`src/hw/rtl/scd_pkg.sv`:
```
// Shared constants and types for the scaled color to RGBA converter.
// No dependencies; every other file refers to this package by scoped names.
`default_nettype none

package scd_pkg;

    // default fraction width of the Q1.F component fractions
    localparam int FRAC_BITS_DEF = 16;
    // width of a user-range component and of a range register
    localparam int COMP_W = 16;
    // width of one output color byte
    localparam int BYTE_W = 8;
    // configuration register index width and data width
    localparam int CFG_IDX_W = 3;
    localparam int CFG_DATA_W = 16;

    // configuration register indexes
    typedef enum logic [CFG_IDX_W-1:0] {
        CFG_HSB_MODE     = 3'd0,
        CFG_RANGE_FIRST  = 3'd1,
        CFG_RANGE_SECOND = 3'd2,
        CFG_RANGE_THIRD  = 3'd3,
        CFG_RANGE_ALPHA  = 3'd4
    } t_cfg_idx;

    // reset value of every range register
    localparam logic [COMP_W-1:0] RANGE_RESET = 16'd255;

endpackage

`default_nettype wire

```
`src/hw/rtl/scd_hsb.sv`:
```
// Four-stage color stage: hue sector split, products, blends, HSB or plain bytes.
// Takes the fractions from scd_div; uses scd_pkg for byte width.
`default_nettype none

module scd_hsb #(
    parameter int FRAC_BITS = scd_pkg::FRAC_BITS_DEF
) (
    input  wire logic                       i_clk,
    input  wire logic                       i_en,
    input  wire logic                       i_hsb_mode,
    input  wire logic [FRAC_BITS:0]         i_h,
    input  wire logic [FRAC_BITS:0]         i_s,
    input  wire logic [FRAC_BITS:0]         i_v,
    input  wire logic [FRAC_BITS:0]         i_a,
    output logic      [scd_pkg::BYTE_W-1:0] o_red,
    output logic      [scd_pkg::BYTE_W-1:0] o_green,
    output logic      [scd_pkg::BYTE_W-1:0] o_blue,
    output logic      [scd_pkg::BYTE_W-1:0] o_alpha
);
    localparam int F = FRAC_BITS;
    localparam logic [F:0]   ONE = (F+1)'(1) << F;
    localparam logic [F+3:0] TOP = (F+4)'(6) * (F+4)'(ONE) - (F+4)'(1);

    // scale a fraction to a byte, clamped
    function automatic logic [scd_pkg::BYTE_W-1:0] to_byte(input logic [F:0] frac);
        logic [F+8:0] prod;
        logic [F+8:0] b;
        prod = {frac, 8'b0} - (F+9)'(frac);
        b    = prod >> F;
        return (b > (F+9)'(255)) ? 8'hFF : b[7:0];
    endfunction

    // stage 1: hue times six, held below six
    logic [F+3:0] hue6;
    logic [2:0]   r1_sec;
    logic [F-1:0] r1_f;
    logic [F:0]   r1_h, r1_s, r1_v, r1_a;

    always_comb begin
        hue6 = (F+4)'(i_h) * (F+4)'(6);
        if (hue6 > TOP) begin
            hue6 = TOP;
        end
    end

    always_ff @(posedge i_clk) begin
        if (i_en) begin
            r1_sec <= hue6[F+2:F];
            r1_f   <= hue6[F-1:0];
            r1_h   <= i_h;
            r1_s   <= i_s;
            r1_v   <= i_v;
            r1_a   <= i_a;
        end
    end

    // stage 2: saturation products
    logic [2*F+1:0] fs_prod, gs_prod;
    logic [F:0]     r2_fs, r2_gs, r2_ps;
    logic [2:0]     r2_sec;
    logic [F:0]     r2_h, r2_s, r2_v, r2_a;

    always_comb begin
        fs_prod = (2*F+2)'(r1_f) * (2*F+2)'(r1_s);
        gs_prod = (2*F+2)'(ONE - (F+1)'(r1_f)) * (2*F+2)'(r1_s);
    end

    always_ff @(posedge i_clk) begin
        if (i_en) begin
            r2_fs  <= (F+1)'(fs_prod >> F);
            r2_gs  <= (F+1)'(gs_prod >> F);
            r2_ps  <= ONE - r1_s;
            r2_sec <= r1_sec;
            r2_h   <= r1_h;
            r2_s   <= r1_s;
            r2_v   <= r1_v;
            r2_a   <= r1_a;
        end
    end

    // stage 3: brightness blends
    logic [2*F+1:0] p_prod, q_prod, t_prod;
    logic [F:0]     r3_p, r3_q, r3_t;
    logic [2:0]     r3_sec;
    logic [F:0]     r3_h, r3_s, r3_v, r3_a;

    always_comb begin
        p_prod = (2*F+2)'(r2_v) * (2*F+2)'(r2_ps);
        q_prod = (2*F+2)'(r2_v) * (2*F+2)'(ONE - r2_fs);
        t_prod = (2*F+2)'(r2_v) * (2*F+2)'(ONE - r2_gs);
    end

    always_ff @(posedge i_clk) begin
        if (i_en) begin
            r3_p   <= (F+1)'(p_prod >> F);
            r3_q   <= (F+1)'(q_prod >> F);
            r3_t   <= (F+1)'(t_prod >> F);
            r3_sec <= r2_sec;
            r3_h   <= r2_h;
            r3_s   <= r2_s;
            r3_v   <= r2_v;
            r3_a   <= r2_a;
        end
    end

    // stage 4: pick sector outputs (h, s, v outside HSB mode) and scale to bytes
    logic [F:0] sel_r, sel_g, sel_b;

    always_comb begin
        case (r3_sec)
            3'd0: begin sel_r = r3_v; sel_g = r3_t; sel_b = r3_p; end
            3'd1: begin sel_r = r3_q; sel_g = r3_v; sel_b = r3_p; end
            3'd2: begin sel_r = r3_p; sel_g = r3_v; sel_b = r3_t; end
            3'd3: begin sel_r = r3_p; sel_g = r3_q; sel_b = r3_v; end
            3'd4: begin sel_r = r3_t; sel_g = r3_p; sel_b = r3_v; end
            default: begin sel_r = r3_v; sel_g = r3_p; sel_b = r3_q; end
        endcase
        if (!i_hsb_mode) begin
            sel_r = r3_h;
            sel_g = r3_s;
            sel_b = r3_v;
        end
    end

    always_ff @(posedge i_clk) begin
        if (i_en) begin
            o_red   <= to_byte(sel_r);
            o_green <= to_byte(sel_g);
            o_blue  <= to_byte(sel_b);
            o_alpha <= to_byte(r3_a);
        end
    end

endmodule

`default_nettype wire

```
`config.mk`:
```
export PLATFORM = sky130hd
export DESIGN_NAME = scd_hsb
export DESIGN_NICKNAME = d
export VERILOG_FILES = /design/src/hw/rtl/scd_pkg.sv /design/src/hw/rtl/scd_hsb.sv
export SDC_FILE = /design/constraint.sdc
export NUM_CORES = 2
export LEC_CHECK = 0
export BUFFER_PORTS_ARGS = -buffer_cell sky130_fd_sc_hd__buf_4
export CAP_MARGIN = 10
export CELL_PAD_IN_SITES_DETAIL_PLACEMENT = 1
export CELL_PAD_IN_SITES_GLOBAL_PLACEMENT = 1
export CORE_MARGIN = 5
export CORE_UTILIZATION = 50
export CTS_CLUSTER_DIAMETER = 120
export DETAILED_ROUTE_END_ITERATION = 7
export PLACE_DENSITY_LB_ADDON = 0.1
export SYNTH_ARGS = -nofsm -noshare
export SYNTH_HDL_FRONTEND = slang
export SYNTH_SLANG_ARGS = --single-unit
```
`constraint.sdc`:
```
create_clock -name i_clk -period 11.4 [get_ports i_clk]
set_input_delay 3.42 -clock i_clk [delete_from_list [all_inputs] [get_ports i_clk]]
set_output_delay 3.42 -clock i_clk [all_outputs]
set_load 0.1 [all_outputs]
```
==> qor.yml <==
run_status:
  status: "finished clean"
finish:
  postLayoutCoreUtil_pct: 53.3
  final_nets: 8286
  area_growth_pct: 6.25
  drive_above_1_share_pct: 5.50
  mostFrequentLayoutCells: "1430 x inv_1, 1129 x fa_1, 1012 x nand2_1, 588 x ha_1, 494 x and2_1"
  final_common_cell: "inv_1"
  multi_input_area_mm2: 0.0452
  fill_cells: 14100
  seqCellArea_mm2: 0.0109
yosys:
  synth_largest_area_cell: "fa_1"
  synth_flop_cell: "edfxtp_1"
  synth_top_family_by_area: "adder cells"
  synth-adder-area-share_pct: 47.7
  synth-simple-area-share_pct: 14.6
  synth-seq-cells: 362
  synth_compound_area_share_pct: 6.36
  synthCells: 6566
  synthTopCellsByArea: "fa_1 36%, edfxtp_1 17%, ha_1 12%"
  synth_nets: 8354
  ys_seq_area_share_pct: 17.3
  synth_top_area_share_pct: 36.0
  yosys_warnings: 0
  synthXorXnorAreaFrac_pct: 2.39
  synth_enable_flop_cells: 362
  syn_area_mm2: 0.0627
  synth.area.mux_share_pct: 0.846
  avgSynthCellArea_um2: 9.56
  ys_types: 92
  synth-async-reset-ratio_pct: 0
global_routing:
  grt_max_degree: 104
  grt_pass1_wl_um: 289000
  grt_overflow: 0
  busiest_layer: "met2"
  use_met3_pct: 2.53
  met2_usage_pct: 49.8
  grt_use_met1_pct: 36.4
  grtUsageTotal_pct: 27.9
  first_global_vias: 50800
  antenna_found_initial: 5
drt:
  wl_per_cell_um: 22.1
  viasPerCell: 5.53
  ant_nets: 0
  routed_wl_um: 181000
  drtIter0Drc: 2431
  route.detailed.drc: 0
  num_vias: 45200
  drtPass1Iterations: 6
sta:
  period_needed_ps: 9370
  finalSetupViolCount: 0
  slew_headroom_pct: 32.3
  layout_setup_ws_ps: 2030
  max_freq_mhz: 107
  rsz0062_at_grt: "false"
  worst_pin_slew_ps: 1020
  hold_slack_ps: 398
  finClkSkew_ps: 27.4
  slew_violations: 0
  final_hold_viol_count: 0
  period_share_pct: 82.2
  fin_setup_tns_ps: 0
critical_path:
  crit_type: "reg2reg"
  path_common_cell: "fa_1"
  critPathCaptureType: "flop"
  cp_slowest_cell: "edfxtp_1"
  arrival_ps: 9710
  path_max_fanout: 20
  crit_required_ps: 11740
  startpoint_type: "flop"
  max_stage_delay_ps: 720
clock_network:
  cts_buffers: 43
  hold_buffers: 0
  clk_pin_slew_ps: 60
  cts_resized: 0
  clockRootBuffer: "clkbuf_16"
  clk_latency_ps: 610
  htreeDepth: 2
  cts.sinks: 362
  cts_tree: "done"
  postCtsSetupBuffers: 0
  clk_path_buf_depth: 3
floorplan:
  die_h_um: 364
  pin_count: 103
  rows: 130
  die_area_mm2: 0.133
  core_mm2: 0.125
  initial_utilization_pct: 50.2
  die_x_um: 364
placed_design:
  io_buffers: 102
  hpwl_um: 139000
  place_ws_ps: 2020
  gp_congestion: 0.895
flow_run:
  cap_violations: 0
min_path:
  worstHoldPathType: "reg2reg"
-- cells in the mapped netlist (all sizes together), types with 9 or more instances --
master and instances:
a211o 15, a211oi 38, a21o 64, a21oi 147
a22oi 15, a31oi 23, and2 495, and3 34
and4 10, buf 46, clkbuf 281, edfxtp 362
fa 1129, ha 588, inv 1431, mux2 16
mux2i 35, nand2 1012, nand2b 15, nand3 45
nand4 15, nor2 116, nor2b 24, nor3 44
nor3b 13, nor4 26, o211ai 12, o21a 23
o21ai 122, o21bai 9, o22ai 14, or2 25
or3 14, or4 11, xnor2 118, xor2 53
-- layout make-up --
class / instances / share of cell area [%]
tap: 1650 / 3.10
inverter: 1432 / 8.06
sequential: 362 / 16.3
antenna: 1 / 0.00375
multi-input combinational: 4445 / 67.8
clock buffer: 52 / 1.66
clock inverter: 26 / 0.644
timing repair buffer: 214 / 2.46
-- metrics by stage --
stage,cell area [µm²],std cells
floorplan,62700,6566
global placement,65100,8103
detailed placement,65100,8103
CTS,66700,8181
global route,66700,8181
finish,66700,8182
-- layer usage --
layer  part of all wire (%)  vias to the layer above
li1                       -                    20100
met1                     42                    23800
met2                     51                     1001
met3                    4.1                      290
met4                    3.5                        0
met5                      0                        -
-- kinds of logic after synthesis --
kind of cell / after synthesis
fa+ha+maj: 1717
flops: 362
xor+xnor: 171
buf+inv: 1759
simple gates: 1915
compound gates: 591
mux: 51
-- path summary, 6_finish.rpt --
| path | from | end | slack, ps | cells past startpoint |
|---|---|---|---|---|
| worst max-delay path | r1_f[2] | r2_gs[14] | 2030 | 29 |
| worst min-delay path | r2_sec[2] | r3_sec[2] | 400 | 0 |
| worst max register to register | r1_f[2] | r2_gs[14] | 2030 | 29 |
| worst min register to register | r2_sec[2] | r3_sec[2] | 400 | 0 |
-- worst max-delay path, delay by kind of cell (launching register included) --
kind	cells	cell delay, ps
flops	1	720
fa+ha+maj	7	3500
simple gates	9	2200
compound gates	5	1880
xor+xnor	2	280
buf+inv	6	540
Power is left out: the tool's default activity adds up to more than one toggle a clock period on the data nets, which glitch-free logic cannot reach.
