### src/hw/rtl/scd_pkg.sv
// Shared constants and types for the scaled color to RGBA converter.
// No dependencies; every other file refers to this package by scoped names.
`default_nettype none

package scd_pkg;

    // default fraction width of the Q1.F component fractions
    localparam int FRAC_BITS_DEF = 16;
    // width of a user-range component and of a range register
    localparam int COMP_W = 16;
    // width of one output color byte
    localparam int BYTE_W = 8;
    // configuration register index width and data width
    localparam int CFG_IDX_W = 3;
    localparam int CFG_DATA_W = 16;

    // configuration register indexes
    typedef enum logic [CFG_IDX_W-1:0] {
        CFG_HSB_MODE     = 3'd0,
        CFG_RANGE_FIRST  = 3'd1,
        CFG_RANGE_SECOND = 3'd2,
        CFG_RANGE_THIRD  = 3'd3,
        CFG_RANGE_ALPHA  = 3'd4
    } t_cfg_idx;

    // reset value of every range register
    localparam logic [COMP_W-1:0] RANGE_RESET = 16'd255;

endpackage

`default_nettype wire

### src/hw/rtl/scd_div.sv
// Pipelined restoring divider: comp / range as a saturated Q1.F fraction.
// One quotient bit per stage, FRAC_BITS + 1 register stages. Uses scd_pkg.
`default_nettype none

module scd_div #(
    parameter int FRAC_BITS = scd_pkg::FRAC_BITS_DEF
) (
    input  wire logic                       i_clk,
    input  wire logic                       i_en,
    input  wire logic [scd_pkg::COMP_W-1:0] i_num,
    input  wire logic [scd_pkg::COMP_W-1:0] i_den,
    input  wire logic                       i_force,
    output logic      [FRAC_BITS:0]         o_frac
);
    localparam int W = scd_pkg::COMP_W;
    localparam logic [FRAC_BITS:0] ONE = (FRAC_BITS+1)'(1) << FRAC_BITS;

    logic [W-1:0]         r_rem [0:FRAC_BITS];
    logic [W-1:0]         r_den [0:FRAC_BITS];
    logic [FRAC_BITS-1:0] r_quo [0:FRAC_BITS];
    logic                 r_sat [0:FRAC_BITS];

    logic [W-1:0] den0;
    logic         sat0;

    // replace a zero range by one; a component at or above range saturates
    always_comb begin
        den0 = (i_den == '0) ? W'(1) : i_den;
        sat0 = i_force || (i_num >= den0);
    end

    // load the first stage
    always_ff @(posedge i_clk) begin
        if (i_en) begin
            r_rem[0] <= sat0 ? '0 : i_num;
            r_den[0] <= den0;
            r_quo[0] <= '0;
            r_sat[0] <= sat0;
        end
    end

    // one quotient bit per stage
    for (genvar k = 1; k <= FRAC_BITS; k++) begin : g_step
        logic [W:0] rem2;
        logic       ge;
        always_comb begin
            rem2 = {r_rem[k-1], 1'b0};
            ge   = rem2 >= {1'b0, r_den[k-1]};
        end
        always_ff @(posedge i_clk) begin
            if (i_en) begin
                r_rem[k] <= ge ? W'(rem2 - {1'b0, r_den[k-1]}) : W'(rem2);
                r_den[k] <= r_den[k-1];
                r_quo[k] <= {r_quo[k-1][FRAC_BITS-2:0], ge};
                r_sat[k] <= r_sat[k-1];
            end
        end
    end

    assign o_frac = r_sat[FRAC_BITS] ? ONE : {1'b0, r_quo[FRAC_BITS]};

endmodule

`default_nettype wire

### config.mk
export PLATFORM = sky130hd
export DESIGN_NAME = scd_div
export DESIGN_NICKNAME = d
export VERILOG_FILES = /design/src/hw/rtl/scd_pkg.sv /design/src/hw/rtl/scd_div.sv
export SDC_FILE = /design/constraint.sdc
export NUM_CORES = 1
export LEC_CHECK = 0
export BUFFER_PORTS_ARGS = -buffer_cell sky130_fd_sc_hd__buf_2
export CAP_MARGIN = 20
export CORE_MARGIN = 2
export CORE_UTILIZATION = 60
export DETAILED_ROUTE_END_ITERATION = 7
export PLACE_DENSITY = 0.76
export SLEW_MARGIN = 10
export SYNTH_ARGS = -nofsm -noshare
export SYNTH_HDL_FRONTEND = slang
export SYNTH_SLANG_ARGS = --single-unit
### constraint.sdc
create_clock -name i_clk -period 3.5 [get_ports i_clk]
set_input_delay 0 -clock i_clk [delete_from_list [all_inputs] [get_ports i_clk]]
set_output_delay 0 -clock i_clk [all_outputs]
set_load 0.005 [all_outputs]
==> run metrics, run 1 <==
Clock power frac 21.4%; total power 0.0341 W; Total GRT Usage 23.6%; multi-input logic area 13,700 um^2; Num CTS Buffers 71; hold_ws 134 ps; Die ar. 60,500 um^2; Mapped Cells 2,887; routed vias 22,286; Yosys top cell area share 56.8%; Psw 0.0119 W; Final Skew 20.0 ps; Final TNS setup 0 ps; number of global-route vias before repair 22,267; Seq/Total Area, Yosys 56.8%; top cells by count, synth edfxtp_1 (665), inv_1 (329), ha_1 (271); worst hold path class input port to register; clk slew on worst S/H paths 60 ps; CTS root buffer clkbuf_16; RSZ-0062 raised after global routing no; final hold vios 0; Rel. slew slack 27.6%; Net Sw Frac 34.9%; hpwl dp 51,300 um; final net count 3,346; syn_nets 3,208; P_leak 16.0 nW; Antenna Cells 0; Layout area overhead 11.2%; Routed Antenna Nets 0; IO Port Bufs 51; worst setup path startpoint r_rem[0][166]; DRC Markers 0; leading area contributor after synthesis edfxtp_1; die width 246 um; final setup fails 0; routability cong. 0.948; CTS tree done; Initial Util 60.8%; Post-synth EDFFs 665; startpoint types register; worst-case clock buffer depth 3; Max VDD drop 0.498 mV; Hold Crit Start i_den[5]; worst-path maximum fanout 17; Worst-Skew Late Latency 610 ps; Slew Limit Fails 0; Detailed Route WL 71,100 um; drt first-iter violations 1,804; part of the power in registers 37.3%; kind of critical path register to register; arrival time at the worst endpoint 3650 ps; TritonRoute pass-1 iters 6; Finished Core Util 67.6%; die height 246 um; Top Ports 52; Critical R2R Launch r_rem[0][166]; cell area power density 873 nW/um^2; outcome finished, final reports clean; Synth Cell Area 35,100 um^2; Slew @ Worst Pin 1090 ps; largest net degree at the start of global routing 103; core area 57,800 um^2; global-route wire length before repair 114,000 um; Final min period 3290 ps; row count 88; P_int 0.0222 W; mean post-synth cell area 12.2 um^2; most frequent cell after synthesis edfxtp_1; sequential cell area 20,000 um^2; ys async rst share 0%; H-tree levels 3; clk sinks 665; initial antenna violation count 0; layout cell share with drive strength beyond 1 10.4%; period utilization 94.1%; Critical Path RT 3850 ps; Synth Register Bits 665; grt ovf 0; # Post-CTS Setup Buffers 0; Max Cap Viol 0; drt via density 5.80; Distinct cells, synth 72; YS warnings 0; Avg WL per Cell 18.5 um; fmax 304 MHz; CP endpoint kind register; FILL cells 3,970; combinational share of power 41.3%; top post-synthesis cells by area edfxtp_1 (57%), ha_1 (9.7%), inv_1 (3.5%), mux2_2 (3.4%), xnor2_1 (2.8%); commonest register cell after synthesis edfxtp_1
## metrics by stage
stage                     cell area (um^2)  setup WS, ps  std cells
after floorplan                      35100           650       2887
after global placement               36500           275       3683
after detailed placement             36500           174       3683
after CTS                            39100           124       3843
after global routing                 39100          30.6       3843
final                                39100           208       3843
## state kept, by name, indices dropped and copies added (netlist names)
register  count
r_sat        17
r_den       256
r_quo       136
r_rem       256
## cells by family (layout without fill, tap and decap cells)
logic type | Yosys count | in the layout | synth area share, %
mux | 116 | 116 | 3.75
fa+ha+maj | 286 | 286 | 10.5
buf+inv | 380 | 571 | 4.12
simple gates | 585 | 585 | 8.03
xor+xnor | 169 | 169 | 4.21
flops | 665 | 665 | 56.8
compound gates | 686 | 686 | 12.6
## per-layer routing
| metal | global-route usage [%] | wire length (um) | vias up |
|---|---|---|---|
| met5 | 0 | 0 | - |
| met4 | 7.86 | 2220 | 0 |
| met3 | 3.39 | 3170 | 138 |
| met2 | 40.4 | 35200 | 586 |
| met1 | 31.1 | 30500 | 10739 |
| li1 | - | - | 10823 |
## final cells by class
class	instances	area share (%)
sequential	665	51.1
clock inverter	37	1.01
timing repair buffer	113	2.31
multi-input combinational	1842	35.2
clock buffer	89	4.72
inverter	332	3.20
tap	765	2.45
## timing repair
action,CTS,global route
hold buffers,34,0
hold endpoints to repair,61,0
setup endpoints to repair,0,1
resized for setup,0,1
## power by group through the flow
stage	Combinational [W]	Sequential, W	Clock, W
after floorplan	0.0109	0.0123	0
after global placement	0.0132	0.0129	0
after detailed placement	0.0138	0.0129	0
after CTS	0.0140	0.0128	0.00745
after global routing	0.0156	0.0129	0.00774
final	0.0141	0.0127	0.00730
## worst paths after layout
path | end | slack [ps] | depth (start not counted)
max reg2reg | r_rem[0][181] | 210 | 9
min reg2reg | r_quo[1][22] | 400 | 0
min | r_den[0][5] | 130 | 2
max | r_rem[0][181] | 210 | 9
## cells in the final DEF (no fill, tap or decap), types with 25 or more instances in the layout
cell,netlist,routed
edfxtp_1,665,665
inv_1,329,329
ha_1,271,271
a21oi_1,182,181
nand2_1,164,164
o21ai_0,160,159
nor2_1,155,155
xnor2_1,111,111
mux2_2,105,105
a21o_1,80,80
clkbuf_16,0,71
nor2b_1,58,58
xor2_1,58,58
o21a_1,56,56
buf_2,15,50
nor3_1,38,38
dlygate4sd3_1,0,34
nand3_1,29,29
nand4_1,28,28
nand2b_1,28,28
and2_1,25,25
## critical path, stage by stage (launching register included)
cell and delay, ps:
edfxtp_1 400, ha_1 410, and4_1 300, o21a_1 150
o31a_1 200, o221ai_1 170, nand2b_1 140, a21oi_1 70
o21ai_2 780, mux2_2 420
No activity file was read; power rests on OpenSTA's default activity.
==> inputs of run 2 (changes only) <==
CORE_UTILIZATION = 40   (was 60)
MAX_ROUTING_LAYER = met4   (was not set)
PLACE_DENSITY = not set   (was 0.76)
==> run 2 against run 1 <==
Effect of this change: critical path depth increased by 2; via count shrank 1.4%; sequential power barely moved; register-to-register slack better by 20 ps; hold slack improved by 1.0 ps; first-iteration DRC count fell by 13%; global-route usage decreased by 7.0 points; die area is 49% higher; utilization decreased by 22 points; largest power group unchanged.
==> run metrics, run 2 (synthesis gave the netlist of run 1 again) <==
cell area power density 875 nW/um^2; routability cong. 0.905; Max Cap Viol 0; Critical R2R Launch r_den[0][49]; Critical Path RT 3820 ps; Psw 0.0121 W; core area 86,900 um^2; global-route wire length before repair 116,000 um; Final Skew 31.8 ps; Crit Reg-Reg Endpoint r_rem[0][68]; Avg WL per Cell 17.0 um; CP endpoint kind register; most common cell after layout, fill and taps aside edfxtp_1; worst-path maximum fanout 16; Final TNS setup 0 ps; Finished Core Util 46.0%; total power 0.0350 W; Slew Limit Fails 0; CTS tree done; routed vias 21,970; P_leak 16.2 nW; Top Ports 52; Slew @ Worst Pin 911 ps; arrival time at the worst endpoint 3600 ps; Routed Antenna Nets 0; period utilization 93.5%; placed cell area 37,000 um^2; Final min period 3270 ps; Layout area overhead 13.7%; global-route track usage on met3 2.50%; grt ovf 0; Total GRT Usage 16.6%; die width 300 um; clk slew on worst S/H paths 60 ps; Largest regs r_den x256, r_rem x256, r_quo x136; Num CTS Buffers 77; met2 usage 26.9%; number of global-route vias before repair 21,947; Worst Hold Depth 2; sequential cell area 20,000 um^2; hpwl dp 53,200 um; initial antenna violation count 0; clk sinks 665; Initial Util 40.4%; Die ar. 90,200 um^2; largest net degree at the start of global routing 94; drt via density 5.16; IO Port Bufs 51; die height 300 um; outcome finished, final reports clean; met1 Use GR 21.3%; Clock power frac 23.3%; final hold vios 0; Antenna Cells 0; Detailed Route WL 72,500 um; row count 108; worst hold path class input port to register; DRC Markers 0; final net count 3,359; worst-case clock buffer depth 3; CTS root buffer clkbuf_16; Resized Gates After CTS 0; Max VDD drop 0.412 mV; kind of critical path register to register; design area 40,000 um^2; RSZ-0062 raised after global routing no; Rel. slew slack 39.3%; combinational share of power 40.3%; Worst-Skew Late Latency 640 ps; multi-input logic area 13,700 um^2; post-cts hold buffer count 34; internal reg-to-reg setup slack 230 ps; H-tree levels 3; Net Sw Frac 34.6%; Reg2Reg Depth 11; layout cell share with drive strength beyond 1 11.1%; part of the power in registers 36.4%; busiest grt layer met2; P_int 0.0229 W; # Post-CTS Setup Buffers 0; drt first-iter violations 1,565; worst setup path end r_rem[0][68]; fmax 305 MHz; FILL cells 7,769; TritonRoute pass-1 iters 5; worst setup path startpoint r_den[0][49]; hold_ws 135 ps; startpoint types register; most frequent cells in the layout edfxtp_1 (665), inv_1 (329), ha_1 (271); final setup fails 0
[run 2: changes by cell type in the layout (fill, tap and decap cells not counted), moves of 3 or more]
cell / delta
clkbuf_1: -11
clkinvlp_4: +7
clkbuf_16: +6
buf_4: +5
clkinv_1: +5
clkinv_8: -4
bufinv_16: +3
clkinv_16: +3
[run 2: final cells by class]
cell class	count	share of cell area, %
clock buffers	84	4.89
clock inverters	56	1.60
inverters	332	3.12
multi-input cells	1842	34.4
flip-flops and latches	665	50.0
well taps	1155	3.62
repair buffers	120	2.44
[run 2: metrics by stage]
step | instances | setup WS, ps
floorplan | 2887 | 650
global placement | 4079 | 328
detailed placement | 4079 | 256
CTS | 4253 | 221
global route | 4254 | 10.7
finish | 4254 | 227
[run 2: how the worst min path moves through the flow]
stage                     startpoint            to  slack (ps)
after global placement     i_den[11]  r_den[0][11]         220
after detailed placement   i_den[10]  r_den[0][10]         220
final                      i_den[12]  r_den[0][12]         140
after floorplan                 i_en   r_den[0][0]         110
after CTS                   i_den[5]   r_den[0][5]          80
after global routing        i_den[2]   r_den[0][2]         110
[run 2: critical path: stages (launching register included)]
cell	delay, ps
edfxtp_1	480
inv_1	100
ha_1	240
nor2b_1	150
o211ai_1	280
nand3_1	180
a221oi_2	430
o21ai_0	210
o21ai_1	310
buf_4	230
buf_4	210
o21ai_0	160
[run 2: per-layer routing]
layer / part of all wire [%] / vias to the layer above / routed length, um
met3: 3.7 / 150 / 2710
met4: 3.4 / 0 / 2440
li1: - / 10896 / -
met5: 0 / - / 0
met2: 48 / 412 / 34600
met1: 45 / 10512 / 32700
[run 2: power by group through the flow]
stage / Sequential [W] / Combinational [W] / Clock [W]
after floorplan: 0.0123 / 0.0109 / 0
after global routing: 0.0129 / 0.0158 / 0.00871
final: 0.0127 / 0.0141 / 0.00814
after detailed placement: 0.0130 / 0.0139 / 0
after CTS: 0.0128 / 0.0141 / 0.00840
after global placement: 0.0129 / 0.0136 / 0
